===== src/vllf_pkg.sv =====
// ----------------------------------------------------------------------------
// vllf_pkg: shared types and constants
// Sizes, config register codes and controller/datapath command and status
// bundles for the voxel label log-likelihood fusion block.
// ----------------------------------------------------------------------------
package vllf_pkg;

    localparam int VOXELS     = 4096;
    localparam int MAX_LABELS = 32;
    localparam int VOX_W      = $clog2(VOXELS);
    localparam int LAB_W      = 5;
    localparam int CNT_W      = 16;
    localparam int LCNT_W     = 6;
    localparam int LOG_W      = 21;
    localparam int PROB_W     = 32;
    localparam int PROD_W     = CNT_W + 1 + LOG_W;
    localparam int SUM_W      = PROD_W + 1;
    localparam int CFG_IDX_W  = 3;
    localparam int CFG_DATA_W = LOG_W;

    typedef enum logic [CFG_IDX_W-1:0] {
        CFG_LABEL_COUNT   = 3'd0,
        CFG_LOG_MATCH     = 3'd1,
        CFG_LOG_NON_MATCH = 3'd2,
        CFG_LOG_INIT      = 3'd3,
        CFG_UNKNOWN_LABEL = 3'd4
    } t_cfg_idx;

    typedef struct packed {
        logic        [LCNT_W-1:0] label_count;
        logic signed [LOG_W-1:0]  log_match;
        logic signed [LOG_W-1:0]  log_non_match;
        logic signed [LOG_W-1:0]  log_init;
        logic        [LAB_W-1:0]  unknown_label;
    } t_cfg;

    typedef struct packed {
        logic             load;
        logic             mul_en;
        logic             mul_other;
        logic             rd_en;
        logic [LAB_W-1:0] rd_idx;
        logic             seen_wr;
        logic             out_load;
        logic             clr_en;
        logic [VOX_W-1:0] clr_addr;
    } t_cmd;

    typedef struct packed {
        logic bad;
    } t_sts;

    typedef struct packed {
        logic        [LAB_W-1:0]  best_label;
        logic signed [PROB_W-1:0] best_log_prob;
        logic                     bad_label;
    } t_result;

    // labels in use, clamped to 1..MAX_LABELS
    function automatic logic [LCNT_W-1:0] active_labels(input logic [LCNT_W-1:0] cnt);
        logic [LCNT_W-1:0] n;
        n = cnt;
        if (cnt == '0) begin
            n = LCNT_W'(1);
        end else if (cnt > LCNT_W'(MAX_LABELS)) begin
            n = LCNT_W'(MAX_LABELS);
        end
        return n;
    endfunction

endpackage


===== src/vllf_ctrl.sv =====
// ----------------------------------------------------------------------------
// vllf_ctrl: sequencing controller
// Clears the seen map after reset, then steps each observation through
// lookup, two multiplies, a 32-entry scan and result hand-off.
// ----------------------------------------------------------------------------
module vllf_ctrl (
    input  logic             i_clk,
    input  logic             i_rst_n,
    input  logic             i_in_valid,
    output logic             o_in_ready,
    output logic             o_out_valid,
    input  logic             i_out_ready,
    input  vllf_pkg::t_sts   i_sts,
    output vllf_pkg::t_cmd   o_cmd
);

    typedef enum logic [2:0] {
        S_CLEAR,
        S_IDLE,
        S_MUL_A,
        S_MUL_B,
        S_SCAN,
        S_DRAIN,
        S_FINISH
    } t_state;

    localparam logic [vllf_pkg::LAB_W-1:0] LAST_IDX = vllf_pkg::LAB_W'(vllf_pkg::MAX_LABELS - 1);
    localparam logic [vllf_pkg::VOX_W-1:0] LAST_VOX = vllf_pkg::VOX_W'(vllf_pkg::VOXELS - 1);

    t_state                     r_state, n_state;
    logic [vllf_pkg::LAB_W-1:0] r_idx, n_idx;
    logic [vllf_pkg::VOX_W-1:0] r_clr_addr, n_clr_addr;
    logic                       r_out_valid, n_out_valid;
    vllf_pkg::t_cmd             w_cmd;

    always_comb begin
        n_state     = r_state;
        n_idx       = r_idx;
        n_clr_addr  = r_clr_addr;
        n_out_valid = r_out_valid;
        w_cmd       = '0;
        if (r_out_valid && i_out_ready) begin
            n_out_valid = 1'b0;
        end
        unique case (r_state)
            S_CLEAR: begin
                w_cmd.clr_en   = 1'b1;
                w_cmd.clr_addr = r_clr_addr;
                n_clr_addr     = r_clr_addr + 1'b1;
                if (r_clr_addr == LAST_VOX) begin
                    n_state = S_IDLE;
                end
            end
            S_IDLE: begin
                if (i_in_valid) begin
                    w_cmd.load = 1'b1;
                    n_state    = S_MUL_A;
                end
            end
            S_MUL_A: begin
                w_cmd.mul_en = 1'b1;
                n_state      = S_MUL_B;
            end
            S_MUL_B: begin
                w_cmd.mul_en    = 1'b1;
                w_cmd.mul_other = 1'b1;
                n_idx           = '0;
                n_state         = S_SCAN;
            end
            S_SCAN: begin
                w_cmd.rd_en  = 1'b1;
                w_cmd.rd_idx = r_idx;
                n_idx        = r_idx + 1'b1;
                if (r_idx == LAST_IDX) begin
                    n_state = S_DRAIN;
                end
            end
            S_DRAIN: begin
                // last read entry is folded in this cycle
                n_state = S_FINISH;
            end
            S_FINISH: begin
                if (!r_out_valid || i_out_ready) begin
                    w_cmd.out_load = 1'b1;
                    w_cmd.seen_wr  = !i_sts.bad;
                    n_out_valid    = 1'b1;
                    n_state        = S_IDLE;
                end
            end
            default: begin
                n_state = S_CLEAR;
            end
        endcase
    end

    always_ff @(posedge i_clk) begin
        if (!i_rst_n) begin
            r_state     <= S_CLEAR;
            r_idx       <= '0;
            r_clr_addr  <= '0;
            r_out_valid <= 1'b0;
        end else begin
            r_state     <= n_state;
            r_idx       <= n_idx;
            r_clr_addr  <= n_clr_addr;
            r_out_valid <= n_out_valid;
        end
    end

    assign o_in_ready  = (r_state == S_IDLE);
    assign o_out_valid = r_out_valid;
    assign o_cmd       = w_cmd;

`ifndef SYNTH
    a_no_overwrite: assert property (@(posedge i_clk) disable iff (!i_rst_n)
        w_cmd.out_load |-> (!r_out_valid || i_out_ready))
        else $error("result overwritten before it was taken");

    a_out_drop: assert property (@(posedge i_clk) disable iff (!i_rst_n)
        (r_out_valid && i_out_ready && !w_cmd.out_load) |=> !r_out_valid)
        else $error("result beat repeated");

    a_scan_step: assert property (@(posedge i_clk) disable iff (!i_rst_n)
        (r_state == S_SCAN && r_idx != LAST_IDX) |=>
            (r_state == S_SCAN && r_idx == vllf_pkg::LAB_W'($past(r_idx) + 1'b1)))
        else $error("scan skipped an entry");

    a_clear_blocks: assert property (@(posedge i_clk) disable iff (!i_rst_n)
        w_cmd.clr_en |-> (!w_cmd.load && !w_cmd.seen_wr))
        else $error("item taken during seen-map clear");
`endif

endmodule


===== config.mk =====
export PLATFORM = sky130hd
export DESIGN_NAME = vllf_ctrl
export DESIGN_NICKNAME = d
export VERILOG_FILES = /design/src/vllf_pkg.sv /design/src/vllf_ctrl.sv
export SDC_FILE = /design/constraint.sdc
export NUM_CORES = 1
export LEC_CHECK = 0
export ABC_AREA = 0
export BUFFER_PORTS_ARGS = -buffer_cell sky130_fd_sc_hd__buf_4
export CORE_UTILIZATION = 46
export DETAILED_ROUTE_END_ITERATION = 16
export GPL_TIMING_DRIVEN = 1
export HOLD_SLACK_MARGIN = 0.06
export PLACE_DENSITY = 0.69
export SLEW_MARGIN = 20
export SYNTH_ARGS = -nofsm -noshare
export SYNTH_HDL_FRONTEND = slang
export SYNTH_SLANG_ARGS = --single-unit
export TNS_END_PERCENT = 1

===== constraint.sdc =====
create_clock -name i_clk -period 5 [get_ports i_clk]
set_clock_uncertainty 0.1 [all_clocks]
set_input_delay 0.25 -clock i_clk [delete_from_list [all_inputs] [get_ports i_clk]]
set_output_delay 0.25 -clock i_clk [all_outputs]
set_load 0.01 [all_outputs]

==> results of run 1 <==
## sequential cells by signal (all words and copies together) (netlist names)
register     count
r_state          3
o_out_valid      1
r_idx            5
r_clr_addr      12
## cell usage in the layout (no fill, tap or decap), types with 3 or more instances in the layout
master	Yosys	final
dfxtp_1	21	21
a21oi_1	11	11
nand4_1	6	6
nand2_1	11	11
nor3_1	6	6
buf_4	0	30
and2_1	18	18
clkbuf_4	0	3
nor2_1	14	14
nand3_1	3	3
ha_1	3	3
xnor2_1	9	9
o21ai_0	3	3
inv_1	3	3
## metrics by stage
| stage | cell area (um^2) | utilization [%] | setup WS [ns] |
|---|---|---|---|
| 6_report | 1430 | 61.8 | 2.78 |
| 5_1_grt | 1430 | 61.8 | 2.65 |
| 4_1_cts | 1430 | 61.8 | 2.76 |
| 3_5_place_dp | 1410 | 60.7 | 3.11 |
| 3_3_place_gp | 1410 | 60.7 | 3.16 |
| 2_1_floorplan | 1180 | - | 3.24 |
## Yosys cell counts, types with 4 or more instances
library cell	n
xnor2_1	9
nor2_1	14
a21oi_1	11
nand4_1	6
nand2_1	11
clkbuf_1	4
nor3_1	6
dfxtp_1	21
and2_1	18
## layer usage
layer  vias to the layer above  global-route usage (%)  share of wire, %
li1                        559                       -                 -
met1                       512                    28.1                48
met2                        29                    33.5                46
met3                         2                    5.51               4.6
met4                         0                    4.82              0.55
met5                         -                       0                 0
## final cells by class
type / instances / area, um^2
Inverter: 6 / 22.5
Multi-Input combinational cell: 112 / 704
Sequential cell: 21 / 420
Tap cell: 28 / 35.0
Fill cell: 224 / 885
Timing Repair Buffer: 30 / 225
Clock buffer: 4 / 26.3
## critical path, cell delays in order (launching register included)
cell,delay (ns)
dfxtp_1,0.46
or3_1,0.56
inv_2,0.26
and2_1,0.17
buf_4,0.11
## kinds of logic after synthesis
family	Yosys count	share of synthesized area, %
AOI/OAI and AO/OA	22	11.7
xor gates and xnor gates	10	7.43
adders and majority gates	3	3.19
buffers and inverters	12	4.56
DFF	21	35.7
and+or+nand+nor	77	37.5
## worst paths after layout
kind / from / end / slack [ns] / depth (start not counted)
setup / recovery: r_state[0]$_SDFFE_PN0P_ / o_cmd[1] / 2.78 / 4
hold / removal: i_rst_n / r_clr_addr[2]$_SDFFE_PN0P_ / 0.11 / 2
setup reg to reg: r_state[0]$_SDFFE_PN0P_ / r_state[0]$_SDFFE_PN0P_ / 3.08 / 5
hold reg to reg: r_idx[4]$_SDFFE_PN0P_ / r_idx[4]$_SDFFE_PN0P_ / 0.40 / 2
## power by group
part	total (mW)	switching, mW	internal (mW)	leakage, nW
Sequential	0.172	0.00257	0.169	0.170
Combinational	0.0169	0.00847	0.00843	0.429
Clock	0.0824	0.0513	0.0311	0.0150
Total	0.271	0.0624	0.209	0.614
==> flow_summary.json, run 1 <==
{
  "outcome": "finished, final reports clean",
  "syn_area_um2": 1180,
  "route.antenna.remaining_nets": 0,
  "maxSlewViolCount": 0,
  "max-cap-violations": 0,
  "dieArea_um2": 2770,
  "synth_top_cell_by_area": "dfxtp_1",
  "slew_headroom_pct": 63.7,
  "finalHoldViolCount": 0,
  "ir_drop_uv": 231,
  "synth_warnings": 0,
  "initial_utilization_pct": 50.8,
  "fp.dieH_um": 52.6,
  "fin_crit_sh_pct": 44.5,
  "vias_per_cell": 5.48,
  "drc_errors": 0,
  "max-clock-path-buffers": 2,
  "num_antenna_cells": 0,
  "critPathLaunchType": "flip-flop",
  "crit_type": "flip-flop to output pin",
  "rsz0062_at_grt": "false",
  "setup_violations": 0,
  "postCtsHoldBufs": 0,
  "post_cts_buffers": 0,
  "insertion_delay_ns": 0.30,
  "yosysSeqAreaShare_pct": 35.7,
  "cts_max_level": 1,
  "cts_root_buffer": "clkbuf_4",
  "drt_iter0_drc": 19,
  "core-area_um2": 2320,
  "path_clk_slew_ns": 0.12,
  "period_needed_ns": 2.22,
  "clkSinkCount": 21,
  "synth_edf_count": 0,
  "grt_start_max_net_pins": 19,
  "grt_usage_pct": 21.1,
  "gp_congestion": 0.828,
  "grt_pass1_wl_um": 4280,
  "ys_async_sr_fraction_pct": 0,
  "rows": 17,
  "totalWireLength_um": 2560,
  "required_ns": 4.65,
  "drive_above_1_share_pct": 22.0,
  "cts_made_buffers": 3,
  "num_vias": 1102,
  "hold_class": "input port to flip-flop",
  "synthDistinctLibCells": 36,
  "io_pins": 31,
  "holdWs_ns": 0.111,
  "ys_ff_latch": 21,
  "crit_arrival_ns": 1.87,
  "cp_max_fo": 17,
  "syn-instance-count": 145,
  "synth_flop_cell": "dfxtp_1",
  "fmax_mhz": 450,
  "cp-end-kind": "output pin",
  "grt_pass1_vias": 960,
  "numPortBuffers": 30,
  "drt-wirelength-per-cell_um": 12.7,
  "fin_setup_tns_ns": 0,
  "syn_nets": 153,
  "finalPower_uw": 271,
  "grt-ovfl-total": 0,
  "avgSynthCellArea_um2": 8.13,
  "antenna_found_initial": 0,
  "die_x_um": 52.6,
  "cts_resized": 0,
  "area_delta_synth_final_pct": 21.7,
  "dp.cells": 197,
  "dp_hpwl_um": 1850,
  "synth_top_area_share_pct": 35.7,
  "firstDrtPassIters": 4,
  "worst_pin_slew_ns": 0.541,
  "p_leak_nw": 0.614,
  "synth_area_leaders": "dfxtp_1, and2_1, xnor2_1, a21oi_1, nor2_1",
  "layoutNonFillerInstCount": 201,
  "p_per_area_nw_per_um2": 189,
  "nNetsFinal": 182,
  "cts_tree": "built"
}
Power figures use the tool's default switching activity.
==> inputs of run 2 (changes only) <==
--- a/config.mk
+++ b/config.mk
@@ -5,7 +5,7 @@
 export SDC_FILE = /design/constraint.sdc
 export NUM_CORES = 1
 export LEC_CHECK = 0
-export ABC_AREA = 0
+export ABC_AREA = 1
 export BUFFER_PORTS_ARGS = -buffer_cell sky130_fd_sc_hd__buf_4
 export CORE_UTILIZATION = 46
 export DETAILED_ROUTE_END_ITERATION = 16
==> constraint.sdc (replaced) <==
create_clock -name i_clk -period 2.1 [get_ports i_clk]
set_clock_uncertainty 0.1 [all_clocks]
set_input_delay 0.105 -clock i_clk [delete_from_list [all_inputs] [get_ports i_clk]]
set_output_delay 0.105 -clock i_clk [all_outputs]
set_load 0.01 [all_outputs]
==> run 2 against run 1 <==
  * Flip-flop and latch count stayed put
  * Worst setup slack worse by 2.3 ns
  * Count of clock-buffer cells in the layout stayed put
  * First-iteration DRC count grew 42%
  * Non-clock buffer count is 3 higher
  * Power grew 140%
  * Combinational power rose to 2.8 times the previous value
  * Via count increased by 11%
  * Cell count up 26%
  * Die area rose by 2.9%
  * Largest cell class unchanged
  * Largest power group unchanged
  * Highest routed layer unchanged
==> flow_summary.json, run 2 <==
{
  "numPortBuffers": 30,
  "rows": 18,
  "cts_max_level": 1,
  "cts_resized": 0,
  "period_needed_ns": 1.59,
  "critPathTopFamily": "flip-flops",
  "cp_max_fo": 4,
  "cts_made_buffers": 3,
  "drive_above_1_share_pct": 20.2,
  "setup_slack_ns": 0.505,
  "firstDrtPassIters": 4,
  "cp-end-kind": "output pin",
  "insertion_delay_ns": 0.30,
  "holdPathEnd": "o_cmd[14]",
  "ys_async_sr_fraction_pct": 0,
  "gp_congestion": 0.812,
  "whs_path_depth": 3,
  "cts_tree": "built",
  "synth_top_cell_by_area": "dfxtp_1",
  "rsz0062_at_grt": "false",
  "crit_type": "flip-flop to output pin",
  "drc_errors": 0,
  "place_ws_ns": 0.561,
  "num_antenna_cells": 0,
  "fmax_mhz": 627,
  "synthDistinctLibCells": 23,
  "grt_pass1_wl_um": 4490,
  "fin_crit_sh_pct": 75.9,
  "top_register": "r_clr_addr",
  "outcome": "finished, final reports clean",
  "slew_headroom_pct": 81.0,
  "rr_endpoint": "r_state[1]$_SDFFE_PN0P_",
  "grt-ovfl-total": 0,
  "vias_per_cell": 4.83,
  "totalWireLength_um": 2640,
  "ir_drop_uv": 337,
  "cts_root_buffer": "clkbuf_4",
  "avgSynthCellArea_um2": 6.43,
  "path_clk_slew_ns": 0.12,
  "required_ns": 1.89,
  "dp_hpwl_um": 2020,
  "worst_pin_slew_ns": 0.284,
  "p_leak_nw": 0.696,
  "critPathLaunchType": "flip-flop",
  "max-cap-violations": 0,
  "rr_worst_depth": 8,
  "nNetsFinal": 232,
  "yosysSeqAreaShare_pct": 34.6,
  "reg2reg_slack_ns": 0.51,
  "path_buf_inv": 2,
  "min_from": "i_sts",
  "final_common_cell": "nor2_1",
  "maxSlewViolCount": 0,
  "fin_setup_tns_ns": 0,
  "r2r_start": "r_idx[0]$_SDFFE_PN0P_",
  "io_pins": 31,
  "synth_top_area_share_pct": 34.6,
  "max-clock-path-buffers": 2,
  "crit_chain": "inv_1 > nor2_1 > nand2_1 > nor3_1 > buf_4",
  "grt_pass1_vias": 1059,
  "dieArea_um2": 2850,
  "die_x_um": 53.4,
  "drt_iter0_drc": 27,
  "cp_slowest_cell": "dfxtp_1",
  "area_delta_synth_final_pct": 24.5,
  "syn_nets": 197,
  "synth_flop_cell": "dfxtp_1",
  "num_vias": 1221,
  "ys_ff_latch": 21,
  "clkSinkCount": 21,
  "finalHoldViolCount": 0,
  "synth_edf_count": 0,
  "holdWs_ns": 0.354,
  "grt_usage_pct": 21.4,
  "initial_utilization_pct": 49.0,
  "synth_area_leaders": "dfxtp_1, nor2_1, nand2_1, inv_1, a21oi_1",
  "p_per_area_nw_per_um2": 431,
  "antenna_found_initial": 0,
  "crit_arrival_ns": 1.39,
  "drt-wirelength-per-cell_um": 10.4,
  "syn-instance-count": 189,
  "route.antenna.remaining_nets": 0,
  "synth_warnings": 0,
  "hold_class": "input port to output pin",
  "post-route-util_pct": 61.1,
  "reg.largest.list": "r_clr_addr (12), r_idx (5), r_state (3)",
  "setup_violations": 0,
  "core-area_um2": 2480,
  "grt_start_max_net_pins": 21,
  "slowest_delay_ns": 0.44,
  "fp.dieH_um": 53.4,
  "layout_common_cells": "nor2_1, nand2_1, inv_1, buf_4, dfxtp_1",
  "synthTopCellsByCount": "nor2_1, nand2_1, inv_1",
  "largest_reg_flops": 12,
  "syn_area_um2": 1210,
  "synth_most_common_cell": "nor2_1"
}
run 2: changes by cell type after synthesis, sizes merged, moves of 4 or more:
cell,previous run,this run
o21ai,3,9
nand4,6,1
nor2,14,43
inv,5,36
xnor2,9,0
and2,18,0
nand3,3,11
clkbuf,4,0
nand2,11,37
run 2: kinds of logic (layout without fill, tap and decap cells):
group / Yosys count / after routing / synth area share (%)
AOI/OAI and AO/OA: 24 / 24 / 10.2
and+or+nand+nor: 101 / 101 / 38.7
DFF: 21 / 21 / 34.6
buffers and inverters: 40 / 74 / 13.4
adders and majority gates: 3 / 3 / 3.09
run 2: worst min-delay path: cells and delay by family:
| kind | cells | cell delay, ns |
|---|---|---|
| and+or+nand+nor | 1 | 0.04 |
| buffers and inverters | 2 | 0.20 |
run 2: timing repair:
item | CTS | global route
setup buffers | 0 | 0
hold buffers | 3 | 0
endpoints found under the setup margin | 0 | 0
hold endpoints to repair | 13 | 0
run 2: metal layers:
layer	GRT usage [%]	up-vias	share of wire, %
met2	36.5	26	47
met4	6.58	0	1.1
met1	26.8	535	48
met5	0	-	0
li1	-	656	-
met3	4.02	4	4.6
run 2: worst max-delay path by stage:
| stage | to | slack [ns] | from | cells after the start |
|---|---|---|---|---|
| detailed placement | r_state[1]$_SDFFE_PN0P_ | 0.56 | r_idx[0]$_SDFFE_PN0P_ | 8 |
| CTS | o_cmd[14] | 0.48 | r_state[1]$_SDFFE_PN0P_ | 5 |
| floorplan | r_state[2]$_SDFFE_PN0P_ | 0.70 | r_idx[0]$_SDFFE_PN0P_ | 9 |
| global placement | r_state[2]$_SDFFE_PN0P_ | 0.64 | r_idx[0]$_SDFFE_PN0P_ | 9 |
| global route | r_state[1]$_SDFFE_PN0P_ | 0.31 | r_idx[0]$_SDFFE_PN0P_ | 8 |
| finish | o_cmd[14] | 0.51 | r_state[1]$_SDFFE_PN0P_ | 5 |
run 2: where the power goes:
part / switching (mW) / leakage, nW / internal [mW]
Combinational: 0.0249 / 0.511 / 0.0215
Clock: 0.125 / 0.0150 / 0.0741
Sequential: 0.00379 / 0.170 / 0.403
run 2: area by class of cell:
type / count / area (um^2)
multi-input cells: 128 / 632
well taps: 30 / 37.5
inverters: 37 / 141
clock buffers: 4 / 26.3
flip-flops and latches: 21 / 420
fillers: 262 / 965
repair buffers: 33 / 255
run 2: per-stage QoR:
| stage | instances | cell area [um^2] | total power [mW] |
|---|---|---|---|
| 3_5_place_dp | 246 | 1460 | 0.458 |
| 6_report | 253 | 1510 | 0.652 |
| 2_1_floorplan | 189 | 1210 | 0.440 |
| 3_3_place_gp | 246 | 1460 | 0.457 |
| 4_1_cts | 253 | 1510 | 0.663 |
| 5_1_grt | 253 | 1510 | 0.682 |
